<file path="config.mk">
export PLATFORM = sky130hd
export DESIGN_NAME = adsr_envelope_generator_core
export DESIGN_NICKNAME = d
export VERILOG_FILES = /design/src/rtl/adsr_pkg.sv /design/src/rtl/adsr_ctrl.sv /design/src/rtl/adsr_dp.sv /design/src/rtl/adsr_envelope_generator_core.sv
export SDC_FILE = /design/constraint.sdc
export NUM_CORES = 2
export LEC_CHECK = 0
export ABC_AREA = 1
export BUFFER_PORTS_ARGS = -buffer_cell sky130_fd_sc_hd__buf_2
export CORE_MARGIN = 5
export CORE_UTILIZATION = 55
export CTS_BUF_LIST = sky130_fd_sc_hd__clkbuf_2
export CTS_CLUSTER_DIAMETER = 100
export DETAILED_ROUTE_END_ITERATION = 8
export GPL_TIMING_DRIVEN = 0
export PLACE_DENSITY = 0.71
export SETUP_SLACK_MARGIN = 0.1
export SYNTH_ARGS = -nofsm -noshare
export SYNTH_HDL_FRONTEND = slang
export SYNTH_SLANG_ARGS = --single-unit
</file>
<file path="constraint.sdc">
create_clock -name clk -period 20.3 [get_ports clk]
set_clock_uncertainty 0.2 [all_clocks]
set_input_delay 3.045 -clock clk [delete_from_list [all_inputs] [get_ports clk]]
set_output_delay 3.045 -clock clk [all_outputs]
set_load 0.02 [all_outputs]
</file>
<file path="src/rtl/adsr_pkg.sv">
// Shared types and constants for the ADSR envelope generator.
package adsr_pkg;

  localparam int SAMPLE_RATE_HZ = 48000;
  localparam int SR_W           = 18;   // holds sample rates up to 192 kHz
  localparam int MSEC_PER_SEC   = 1000;
  localparam int MSEC_W         = 10;
  localparam int LVL_W          = 16;
  localparam int MS_W           = 16;
  localparam int CNT_W          = 32;
  localparam int CFG_W          = 16;
  localparam int CFG_IDX_W      = 2;
  localparam int PROD_W         = LVL_W + CNT_W;
  localparam int NUM_W          = PROD_W + MSEC_W;
  localparam int NUMT_W         = CNT_W + MSEC_W;
  localparam int DEN_W          = MS_W + SR_W;
  localparam int Q_W            = LVL_W + 1;
  localparam int DIV_CNT_W      = $clog2(Q_W);

  localparam logic [LVL_W-1:0] FULL_SCALE = LVL_W'(32768);

  localparam logic [MS_W-1:0]  ATTACK_MS_RST     = MS_W'(200);
  localparam logic [MS_W-1:0]  DECAY_MS_RST      = MS_W'(5000);
  localparam logic [LVL_W-1:0] SUSTAIN_LEVEL_RST = LVL_W'(16384);
  localparam logic [MS_W-1:0]  RELEASE_MS_RST    = MS_W'(500);

  typedef enum logic [2:0] {
    PH_IDLE    = 3'd0,
    PH_ATTACK  = 3'd1,
    PH_DECAY   = 3'd2,
    PH_SUSTAIN = 3'd3,
    PH_RELEASE = 3'd4
  } phase_t;

  typedef enum logic [1:0] {
    OP_TICK     = 2'd0,
    OP_NOTE_ON  = 2'd1,
    OP_NOTE_OFF = 2'd2
  } op_t;

  typedef enum logic [CFG_IDX_W-1:0] {
    CFG_ATTACK_MS     = 2'd0,
    CFG_DECAY_MS      = 2'd1,
    CFG_SUSTAIN_LEVEL = 2'd2,
    CFG_RELEASE_MS    = 2'd3
  } cfg_idx_t;

  typedef enum logic [2:0] {
    ST_IDLE,
    ST_PREP,
    ST_MUL1,
    ST_MUL2,
    ST_DIVINIT,
    ST_DIV,
    ST_FIN
  } ctrl_state_t;

  typedef struct packed {
    logic [MS_W-1:0]  attack_ms;
    logic [MS_W-1:0]  decay_ms;
    logic [LVL_W-1:0] sustain_level;
    logic [MS_W-1:0]  release_ms;
  } cfg_t;

  typedef struct packed {
    logic ld_in;
    logic prep;
    logic mul1;
    logic mul2;
    logic div_init;
    logic div_step;
    logic commit;
  } dp_cmd_t;

  typedef struct packed {
    logic interp_req;
    logic div_last;
  } dp_sts_t;

endpackage

</file>
<file path="src/rtl/adsr_ctrl.sv">
// Sequencing state machine for the ADSR envelope generator.
module adsr_ctrl import adsr_pkg::*; (
  input  logic    clk,
  input  logic    rst_n,
  input  logic    in_valid,
  output logic    in_ready,
  output logic    out_valid,
  input  logic    out_ready,
  input  dp_sts_t sts,
  output dp_cmd_t cmd
);

  ctrl_state_t state_r, state_nxt;
  logic        out_valid_r, out_valid_nxt;
  logic        slot_free;

  assign slot_free = !out_valid_r || out_ready;

  always_ff @(posedge clk) begin
    if (!rst_n) begin
      state_r     <= ST_IDLE;
      out_valid_r <= 1'b0;
    end else begin
      state_r     <= state_nxt;
      out_valid_r <= out_valid_nxt;
    end
  end

  always_comb begin
    state_nxt = state_r;
    case (state_r)
      ST_IDLE: begin
        if (in_valid) state_nxt = ST_PREP;
      end
      ST_PREP: begin
        state_nxt = sts.interp_req ? ST_MUL1 : ST_FIN;
      end
      ST_MUL1:    state_nxt = ST_MUL2;
      ST_MUL2:    state_nxt = ST_DIVINIT;
      ST_DIVINIT: state_nxt = ST_DIV;
      ST_DIV: begin
        if (sts.div_last) state_nxt = ST_FIN;
      end
      ST_FIN: begin
        if (slot_free) state_nxt = ST_IDLE;
      end
      default: state_nxt = ST_IDLE;
    endcase
  end

  always_comb begin
    cmd          = '0;
    in_ready     = (state_r == ST_IDLE);
    cmd.ld_in    = in_valid && (state_r == ST_IDLE);
    cmd.prep     = (state_r == ST_PREP);
    cmd.mul1     = (state_r == ST_MUL1);
    cmd.mul2     = (state_r == ST_MUL2);
    cmd.div_init = (state_r == ST_DIVINIT);
    cmd.div_step = (state_r == ST_DIV);
    cmd.commit   = (state_r == ST_FIN) && slot_free;
  end

  // result beat stays until taken; a new one loads only into a free slot
  always_comb begin
    if (cmd.commit) begin
      out_valid_nxt = 1'b1;
    end else if (out_ready) begin
      out_valid_nxt = 1'b0;
    end else begin
      out_valid_nxt = out_valid_r;
    end
  end

  assign out_valid = out_valid_r;

endmodule

</file>
<file path="src/rtl/adsr_dp.sv">
// Envelope state, interpolation arithmetic and serial divider.
module adsr_dp import adsr_pkg::*; (
  input  logic             clk,
  input  logic             rst_n,
  input  dp_cmd_t          cmd,
  output dp_sts_t          sts,
  input  cfg_t             cfg,
  input  logic [1:0]       in_operation,
  input  logic [LVL_W-1:0] in_velocity,
  output logic [LVL_W-1:0] out_level,
  output logic [2:0]       out_phase
);

  // envelope state
  phase_t           phase_r, phase_nxt;
  logic [CNT_W-1:0] cnt_r, cnt_nxt;
  logic [LVL_W-1:0] level_r, level_nxt;
  logic [LVL_W-1:0] peak_r, peak_nxt;
  logic [LVL_W-1:0] rel_start_r, rel_start_nxt;

  // per-item working registers
  logic [1:0]           op_r;
  logic [LVL_W-1:0]     vel_r;
  logic [CNT_W-1:0]     n_new_r;
  logic [LVL_W-1:0]     sus_r;
  logic [PROD_W-1:0]    prod_r;
  logic [NUMT_W-1:0]    numt_r;
  logic [DEN_W-1:0]     den_r;
  logic [NUM_W-1:0]     num_r;
  logic                 done_r;
  logic                 ovf_r;
  logic [DEN_W-1:0]     rem_r;
  logic [Q_W-1:0]       lo_r;
  logic [Q_W-1:0]       q_r;
  logic [DIV_CNT_W-1:0] div_cnt_r;
  logic [LVL_W-1:0]     out_level_r;
  phase_t               out_phase_r;

  logic [LVL_W-1:0]   from_lvl, to_lvl, delta;
  logic [MS_W-1:0]    dur;
  logic               up;
  logic [2*LVL_W-1:0] sus_prod;
  logic [DEN_W:0]     rem_sh;
  logic               rem_ge;
  logic [Q_W-1:0]     headroom;
  logic [LVL_W-1:0]   lvl_i;
  logic               fin_i;

  always_comb begin
    case (phase_r)
      PH_ATTACK: begin
        from_lvl = '0;
        to_lvl   = peak_r;
        dur      = cfg.attack_ms;
      end
      PH_DECAY: begin
        from_lvl = peak_r;
        to_lvl   = sus_r;
        dur      = cfg.decay_ms;
      end
      PH_RELEASE: begin
        from_lvl = rel_start_r;
        to_lvl   = '0;
        dur      = cfg.release_ms;
      end
      default: begin
        from_lvl = '0;
        to_lvl   = '0;
        dur      = '0;
      end
    endcase
  end

  assign up    = (to_lvl >= from_lvl);
  assign delta = up ? (to_lvl - from_lvl) : (from_lvl - to_lvl);

  assign sus_prod = (2*LVL_W)'(cfg.sustain_level) * (2*LVL_W)'(peak_r);

  assign sts.interp_req = (op_r == OP_TICK) && (dur != '0) &&
                          ((phase_r == PH_ATTACK) || (phase_r == PH_DECAY) ||
                           (phase_r == PH_RELEASE));
  assign sts.div_last   = (div_cnt_r == DIV_CNT_W'(Q_W - 1));

  // restoring divide, one quotient bit per step
  assign rem_sh = {rem_r, lo_r[Q_W-1]};
  assign rem_ge = (rem_sh >= {1'b0, den_r});

  always_ff @(posedge clk) begin
    if (cmd.ld_in) begin
      op_r  <= in_operation;
      vel_r <= in_velocity;
    end
    if (cmd.prep) begin
      n_new_r <= (cnt_r == '1) ? cnt_r : cnt_r + CNT_W'(1);
      sus_r   <= sus_prod[LVL_W +: LVL_W] << 1 | LVL_W'(sus_prod[LVL_W-1]);
    end
    if (cmd.mul1) begin
      prod_r <= PROD_W'(delta) * PROD_W'(n_new_r);
      numt_r <= NUMT_W'(n_new_r) * NUMT_W'(MSEC_PER_SEC);
      den_r  <= DEN_W'(dur) * DEN_W'(SAMPLE_RATE_HZ);
    end
    if (cmd.mul2) begin
      num_r  <= NUM_W'(prod_r) * NUM_W'(MSEC_PER_SEC);
      done_r <= (numt_r >= NUMT_W'(den_r));
    end
    if (cmd.div_init) begin
      // a quotient that does not fit Q_W bits always clamps
      ovf_r     <= (num_r >= NUM_W'({den_r, {Q_W{1'b0}}}));
      rem_r     <= num_r[Q_W +: DEN_W];
      lo_r      <= num_r[Q_W-1:0];
      q_r       <= '0;
      div_cnt_r <= '0;
    end
    if (cmd.div_step) begin
      rem_r     <= rem_ge ? DEN_W'(rem_sh - {1'b0, den_r}) : rem_sh[DEN_W-1:0];
      lo_r      <= {lo_r[Q_W-2:0], 1'b0};
      q_r       <= {q_r[Q_W-2:0], rem_ge};
      div_cnt_r <= div_cnt_r + DIV_CNT_W'(1);
    end
    if (cmd.commit) begin
      out_level_r <= level_nxt;
      out_phase_r <= phase_nxt;
    end
  end

  assign headroom = Q_W'(FULL_SCALE) - Q_W'(from_lvl);

  always_comb begin
    if (dur == '0) begin
      lvl_i = to_lvl;
      fin_i = 1'b1;
    end else if (up) begin
      if (ovf_r || (q_r > headroom)) begin
        lvl_i = FULL_SCALE;
        fin_i = 1'b1;
      end else begin
        lvl_i = from_lvl + q_r[LVL_W-1:0];
        fin_i = done_r;
      end
    end else begin
      if (ovf_r || (q_r > Q_W'(from_lvl))) begin
        lvl_i = '0;
        fin_i = 1'b1;
      end else begin
        lvl_i = from_lvl - q_r[LVL_W-1:0];
        fin_i = done_r;
      end
    end
  end

  always_comb begin
    phase_nxt     = phase_r;
    cnt_nxt       = cnt_r;
    level_nxt     = level_r;
    peak_nxt      = peak_r;
    rel_start_nxt = rel_start_r;
    case (op_r)
      OP_TICK: begin
        cnt_nxt = n_new_r;
        case (phase_r)
          PH_ATTACK: begin
            level_nxt = lvl_i;
            if (fin_i) begin
              cnt_nxt   = '0;
              phase_nxt = PH_DECAY;
            end
          end
          PH_DECAY: begin
            level_nxt = lvl_i;
            if (fin_i) begin
              cnt_nxt   = '0;
              phase_nxt = PH_SUSTAIN;
            end
            if (lvl_i == '0) phase_nxt = PH_IDLE;
          end
          PH_RELEASE: begin
            level_nxt = lvl_i;
            if (fin_i) phase_nxt = PH_IDLE;
          end
          default: ;
        endcase
      end
      OP_NOTE_ON: begin
        phase_nxt = PH_ATTACK;
        peak_nxt  = (vel_r > FULL_SCALE) ? FULL_SCALE : vel_r;
        cnt_nxt   = '0;
        level_nxt = '0;
      end
      OP_NOTE_OFF: begin
        if (phase_r != PH_IDLE) begin
          phase_nxt     = PH_RELEASE;
          cnt_nxt       = '0;
          rel_start_nxt = level_r;
        end
      end
      default: ;
    endcase
  end

  always_ff @(posedge clk) begin
    if (!rst_n) begin
      phase_r     <= PH_IDLE;
      cnt_r       <= '0;
      level_r     <= '0;
      peak_r      <= '0;
      rel_start_r <= '0;
    end else if (cmd.commit) begin
      phase_r     <= phase_nxt;
      cnt_r       <= cnt_nxt;
      level_r     <= level_nxt;
      peak_r      <= peak_nxt;
      rel_start_r <= rel_start_nxt;
    end
  end

  assign out_level = out_level_r;
  assign out_phase = out_phase_r;

endmodule

</file>
<file path="src/rtl/adsr_envelope_generator_core.sv">
// Top level of the linear ADSR envelope generator.
// Input channel (in_valid/in_ready): each beat is a sample tick, a note-on
// carrying in_velocity, or a note-off. Every input beat yields exactly one
// result beat on the output channel (out_valid/out_ready) with the updated
// level (Q1.15) and phase.
// A tick in attack, decay or release with a nonzero phase time runs two
// multiply stages and a 17-step restoring divider; all other items skip
// them. The next input beat is accepted only after the current result has
// been committed to the output register.
// The output register holds a result until it is taken; the next input beat
// is accepted meanwhile and waits in its final step while out_ready is low.
// cfg_we writes register cfg_index (0 attack_ms, 1 decay_ms, 2 sustain_level,
// 3 release_ms) from cfg_wdata in the same cycle; sustain saturates at 1.0.
// Synchronous reset (rst_n low) loads the default times and levels, puts the
// envelope in idle at level zero and drops any pending result.
module adsr_envelope_generator_core import adsr_pkg::*; (
  input  logic                 clk,
  input  logic                 rst_n,
  input  logic                 in_valid,
  output logic                 in_ready,
  input  logic [1:0]           in_operation,
  input  logic [LVL_W-1:0]     in_velocity,
  output logic                 out_valid,
  input  logic                 out_ready,
  output logic [LVL_W-1:0]     out_level,
  output logic [2:0]           out_phase,
  input  logic                 cfg_we,
  input  logic [CFG_IDX_W-1:0] cfg_index,
  input  logic [CFG_W-1:0]     cfg_wdata
);

  cfg_t    cfg_r, cfg_nxt;
  dp_cmd_t cmd;
  dp_sts_t sts;

  always_comb begin
    cfg_nxt = cfg_r;
    if (cfg_we) begin
      case (cfg_index)
        CFG_ATTACK_MS:     cfg_nxt.attack_ms  = cfg_wdata;
        CFG_DECAY_MS:      cfg_nxt.decay_ms   = cfg_wdata;
        CFG_SUSTAIN_LEVEL: cfg_nxt.sustain_level =
                             (cfg_wdata > FULL_SCALE) ? FULL_SCALE : cfg_wdata;
        CFG_RELEASE_MS:    cfg_nxt.release_ms = cfg_wdata;
        default: ;
      endcase
    end
  end

  always_ff @(posedge clk) begin
    if (!rst_n) begin
      cfg_r.attack_ms     <= ATTACK_MS_RST;
      cfg_r.decay_ms      <= DECAY_MS_RST;
      cfg_r.sustain_level <= SUSTAIN_LEVEL_RST;
      cfg_r.release_ms    <= RELEASE_MS_RST;
    end else begin
      cfg_r <= cfg_nxt;
    end
  end

  adsr_ctrl u_ctrl (
    .clk       (clk),
    .rst_n     (rst_n),
    .in_valid  (in_valid),
    .in_ready  (in_ready),
    .out_valid (out_valid),
    .out_ready (out_ready),
    .sts       (sts),
    .cmd       (cmd)
  );

  adsr_dp u_dp (
    .clk          (clk),
    .rst_n        (rst_n),
    .cmd          (cmd),
    .sts          (sts),
    .cfg          (cfg_r),
    .in_operation (in_operation),
    .in_velocity  (in_velocity),
    .out_level    (out_level),
    .out_phase    (out_phase)
  );

endmodule

</file>
## After elaboration in Yosys (flattened, before gate mapping)

Index checks and enable logic that the tools add are counted.

| storage, ports and cells | value |
|---|---|
| bits in registers | 475 |
| bits of input ports | 41 |
| word-level logic and storage cells | 144 |

| operators by class | value |
|---|---|
| $add $sub $neg | 8 |
| multipliers | 5 |
| magnitude comparators | 8 |
| equal/unequal tests | 20 |
| multiplexer cells | 44 |
| bitwise gates (word level) | 1 |
| reductions and logical operators | 30 |

Operators by type and width:

| operator | count |
|---|---|
| $mux 16 | 8 |
| $mux 32 | 4 |
| $mux 34 | 3 |
| $pmux 16 s2 | 3 |
| $pmux 32 s3 | 1 |
| $mux 17 | 4 |
| $ge 58x49->1 | 1 |
| $mul 48x7->55 const B | 1 |
| $mul 16x32->48 | 1 |
| $pmux 16 s3 | 1 |
| $sub 16x16->16 | 3 |
| $ge 42x32->1 | 1 |
| $mul 32x7->39 const B | 1 |
| $ge 35x32->1 | 1 |
| $sub 34x32->34 | 1 |
| $add 32x1->32 const B | 1 |
| $eq 32x32->1 const B | 1 |
| $gt 16x16->1 const B | 2 |
| $logic_not 16->1 | 2 |
| $mul 16x16->31 | 1 |
| $mux 3 | 9 |
| $mul 16x9->25 const B | 1 |
| $pmux 3 s7 | 1 |
| $pmux 3 s3 | 2 |
| other kinds (29) | 62 |

## Logic depth before layout (Yosys ltp)

| depth | value |
|---|---|
| depth after elaboration | 12 |
| depth in mapped cells | 50 |

## Modules after synthesis

A second synthesis with hierarchy kept.

| second synthesis, totals | value |
|---|---|
| cell total of the unflattened synthesis | 7841 |
| area, all modules | 66284.8 um2 |

Modules (own cells, without submodules):

| module | instances | cells each | area each (um2) | sequential area each (um2) |
|---|---|---|---|---|
| adsr_dp | 1 | 7497 | 63699.8 | 11390.9 |
| adsr_envelope_generator_core | 1 | 296 | 2288.4 | 1281.2 |
| adsr_ctrl | 1 | 48 | 296.5 | 80.1 |

## Least setup slack after synthesis

No wires, ideal clock.

| timing | value |
|---|---|
| path kind | reg2reg |
| from | reg u_dp.phase_r[1] |
| to | reg u_dp.prod_r[38] (data pin) |
| library setup time | 0.259 ns |
| data arrival time | 8.756 ns |
| slack | 11.085 ns |
| stages on the path, launching flop included | 45 |
| buffers on the path | 5 |
| period minus slack after synthesis | 9.215 ns |
| path through | dfxtp_1 nand2_1 nor2_1 inv_2 buf_2 buf_4 o22ai_1 inv_1 ha_1 nand2_2 inv_1 a21oi_1 nand3_1 nand2_1 nand2_4 inv_2 buf_2 buf_2 [... 9 more ...] inv_1 fa_1 inv_1 fa_1 inv_1 ha_1 a21oi_1 inv_1 o21ai_0 o211ai_1 nor2_1 o21ai_0 a21boi_1 o21ai_0 a21oi_1 inv_1 a21oi_1 xnor2_1 |

| on the way | value |
|---|---|
| word-level cells in the longest chain between the ends | 5 |
| elaborated cells between the ends (all ways) | 10 |
| classes of those cells | 2 x add/sub; 1 x mul; 1 x order compare; 3 x eq/ne; 3 x mux |

Ends and longest elaborated chain:

| item | line | RTL |
|---|---|---|
| start, declared | adsr_dp.sv:15 | `phase_t phase_r, phase_nxt;` |
| start signal, assigned | adsr_dp.sv:208 | `phase_r <= phase_nxt;` |
| $eq 3x3->1, or another cell as far along | adsr_dp.sv:50 | `case (phase_r)` |
| $pmux 16 s2 | adsr_dp.sv:50 |  |
| $sub 16x16->16 / $ge 16x16->1 (equally long branches) | adsr_dp.sv:75, adsr_dp.sv:74 |  |
| $mux 16 (*) | adsr_dp.sv:75 | `assign delta = up ? (to_lvl - from_lvl) : (from_lvl - to_lvl);` |
| $mul 16x32->48 (*) | adsr_dp.sv:98 | `prod_r <= PROD_W'(delta) * PROD_W'(n_new_r);` |
| end signal, assigned | adsr_dp.sv:98 |  |
| end, declared | adsr_dp.sv:26 | `logic [PROD_W-1:0] prod_r;` |

Mark *: on every way between the ends. The rest lies on a longest branch, timed or not.
A chain may end at the register's enable or synchronous reset.

## Worst setup path in the final report

| timing | value |
|---|---|
| from | reg u_dp.phase_r[1] |
| to | reg u_dp.prod_r[46] (data pin) |

Same word-level chain as after synthesis.

==> impl_summary.txt <==
----------------------------------------------------
[Synth]
  Largest area contributor in the synthesized netlist ... fa_1
  Proportion of synthesized area in mux cells ... 0.01741%
  Yosys Warn Count ... 0
  Seq/Total Area, Yosys ... 19.72%
  Proportion of synthesized flip-flops having asynchronous set or reset ... 0%
  Number of nets produced by synthesis ... 9138
  Commonest register cell after synthesis ... edfxtp_1
  Post-Syn Area per Cell ... 8.699 um^2
  Post-synthesis share of cell area spent on xor and xnor gates ... 3.736%
  Post-synthesis adder-cell area fraction ... 43.56%
  Top area cells in the synthesized netlist ... fa_1 (30%), edfxtp_1 (15%), ha_1 (13%)
  Post-Synth Simple-Gate Area ... 14.33%
  EDFF count, synth ... 324
  Cell count after synthesis ... 7435
  Number of distinct library cell variants in the gate-level netlist after synthesis ... 58
  FF+latch count, synth ... 475
  Fraction of the mapped netlist area in compound gates ... 8.661%
  Yosys top cell area share ... 30.43%
  Dominant combinational cell family by area after synthesis ... adder cells
  Mapped Area ... 64670 um^2

[GRT]
  GR Util met2 ... 50.92%
  Largest net degree at the start of global routing ... 50
  Routing usage on met3 ... 4.831%
  First-pass GRT wire length ... 297200 um
  Global-route total usage across every layer ... 30.51%
  Initial antenna violation count ... 9
  Busiest layer in global routing ... met2
  Global Route met1 Usage ... 37.99%
  Vias in the first global route ... 53910
  Total gr overflow ... 0

[Timing]
  Relative slew slack ... 21.16%
  Total of endpoints with negative setup slack in the final report ... 0
  Final count of pins violating max slew ... 0
  Hold violation total from the final report ... 0
  Slew @ Worst Pin ... 1183 ps
  Max Freq ... 76.86 MHz
  Final sum of negative setup slack ... 0 ps
  Setup repair after global routing missed its margin ... false
  Post-route fraction of the period consumed by the critical path ... 64.09%
  Time the final worst path needs with I/O delays and setup ... 13010 ps

[Setup path]
  Worst reg2reg path endpoint ... u_dp.prod_r[46]
  Reg-to-reg critical path startpoint ... u_dp.phase_r[1]
  Crit path max-delay cell type ... o22ai_1
  Crit path capture ... u_dp.prod_r[46]
  Reg-to-reg setup timing slack ... 7290 ps
  CP most frequent cell ... fa_1
  Maximum fanout count along the critical path ... 10
  Worst Setup End Kind ... flip-flop
  WS Path Type ... reg2reg
  Arrival time at the worst endpoint ... 13890 ps
  Depth of the most critical reg-to-reg path ... 39
  CP startpoint kind ... flip-flop
  CP Data Required Time ... 21180 ps
  Worst Setup SP ... u_dp.phase_r[1]
  Delay of the slowest critical-path stage ... 870 ps

[Clock tree]
  Post-CTS Repair Setup Buffers ... 0
  Post-cts resize count ... 0
  CTS tree ... done
  Clk Latency, worst-skew pair ... 1410 ps
  CTS clk-pin slew, worst paths ... 100 ps
  H-tree levels ... 4
  Clock buffer count from CTS ... 131
  Cell at the root of the clock tree ... clkbuf_2
  CTS hold repair buffers ... 0
  Buffer depth of the longest clock path ... 3
  Clock sinks ... 475

[Floorplan]
  Std cell rows ... 125
  Number of I/O pins ... 62
  Area of the die ... 124500 um^2
  Effective utilization at floorplan ... 55.51%
  Vertical die dimension ... 352.9 um
  Horizontal die dimension ... 352.9 um
  Placeable core region ... 116500 um^2

[Route]
  Vias per Instance ... 5.597
  Residual antenna-violating net count after detailed routing ... 0
  Final Routed Wirelength ... 187700 um
  DRC marker count from the first detailed-route iteration ... 4312
  Number of vias after detailed routing ... 51880
  Post-detailed-route DRC marker count ... 0
  First-pass detailed-route iteration total ... 8
  Avg WL per Cell ... 20.25 um

[Layout]
  Fin nets ... 9346
  Fraction of final layout cells sized beyond drive strength 1 ... 4.355%
  Non-filler cells, final ... 9269
  Area overhead of the layout relative to synthesis ... 5.657%

[Place]
  HPWL after DPL ... 157500 um
  Count of input and output buffers ... 61
  Final RePlAce weighted congestion ... 1.001
  Instance count after placement with tap cells included ... 9034

[Outcome]
  Outcome ... complete, no violations

[Job]
  Number of maximum-capacitance violations ... 0

[Min path]
  Worst min path class ... reg2reg

----------------------------------------------------
area by class of cell:
cell class / instances / area, um^2
Fill cell: 10430 / 48190
Multi-Input combinational cell: 5252 / 45510
Sequential cell: 475 / 12750
Inverter: 1474 / 5533
Tap cell: 1524 / 1907
Buffer: 234 / 915.9
Clock buffer: 179 / 895.9
Timing Repair Buffer: 75 / 500.5
Clock inverter: 49 / 297.8
Antenna cell: 7 / 17.52
critical path, delay by kind of cell, from the launching register on:
kind | cells | cell delay, ps
AO/OA/AOI/OAI | 7 | 2740
XOR/XNOR | 1 | 700
adder cells (fa/ha/maj) | 8 | 4070
buffers and inverters | 12 | 2310
flip-flops | 1 | 430
AND/OR/NAND/NOR | 11 | 2270
cells by family (layout without fill, tap and decap cells):
logic type                 after synthesis  count (layout)
other                                    0               7
buffers and inverters                 1708            2011
xor gates and xnor gates               275             275
muxes                                    1               1
DFF                                    475             475
and+or+nand+nor                       2310            2310
AOI/OAI and AO/OA                     1004            1004
adders and majority gates             1662            1662
worst min path at each step:
stage,end,from,slack (ps),depth (start not counted)
2_1_floorplan,cfg_r[4],cfg_r[4],230,2
3_3_place_gp,cfg_r[7],cfg_r[7],250,2
3_5_place_dp,cfg_r[53],cfg_r[53],250,2
4_1_cts,cfg_r[53],cfg_r[53],260,2
5_1_grt,cfg_r[53],cfg_r[53],290,2
6_report,cfg_r[53],cfg_r[53],260,2
sequential cells by signal (all words and copies together), names as in the netlist, 17 cells and up:
signal / cells
u_dp.n_new_r: 32
u_dp.cnt_r: 32
u_dp.prod_r: 48
u_dp.num_r: 55
u_dp.den_r: 25
cfg_r: 64
u_dp.numt_r: 39
u_dp.q_r: 17
u_dp.rem_r: 34
layer usage:
metal  share of wire (%)  vias to the layer above
met3                 7.1                      547
met1                  39                    25380
met4                 6.6                        6
met2                  47                     2093
li1                    -                    23860
met5               0.025                        -
per-stage QoR:
stage                     hold slack [ps]  utilization, %  area (um^2)  setup slack [ps]
after floorplan                     229.2               -        64670             11080
after global placement              247.0           57.40        66890              7397
after detailed placement            248.8           57.60        67110              7535
after CTS                           264.6           58.62        68310              7561
after global routing                291.2           58.64        68320              7179
final                               257.1           58.65        68330              7290
placed cells by master, fill, tap and decap left out, types with 17 or more instances in the layout:
cell and count:
a211oi_1 26, o21a_1 19, dfxtp_1 151, nand3_1 188, o21ai_1 32, edfxtp_1 324, clkbuf_1 207, o21ai_0 270
nor2_1 540, o22ai_1 35, fa_1 983, buf_2 82, a21o_1 18, a31oi_1 30, o221ai_1 17, inv_1 1452
o211ai_1 28, xor2_1 176, clkbuf_2 179, xnor2_1 98, ha_1 679, nand4_1 58, nor3_1 47, clkinv_1 36
a21oi_1 466, nand2_1 1416, nor4_1 28
cell usage after synthesis (3+ instances only):
library cell / count
inv_1: 1452
nand2_1: 1416
fa_1: 983
ha_1: 679
nor2_1: 544
a21oi_1: 466
edfxtp_1: 324
o21ai_0: 270
clkbuf_1: 207
nand3_1: 188
xor2_1: 176
dfxtp_1: 151
xnor2_1: 98
nand4_1: 58
nor3_1: 48
o22ai_1: 35
o21ai_1: 32
a31oi_1: 30
nor4_1: 30
o211ai_1: 28
a211oi_1: 26
buf_2: 21
o21a_1: 19
a21o_1: 18
o221ai_1: 17
a221oi_1: 16
clkinv_1: 11
inv_2: 11
o21bai_1: 10
o31ai_1: 9
a21boi_1: 8
and2_1: 6
a21boi_0: 5
buf_1: 4
nor2_2: 4
nand3b_1: 3
or2_2: 3
Power is not shown: default switching activity piles up to over one toggle a cycle in this logic, so the estimate is an artifact.
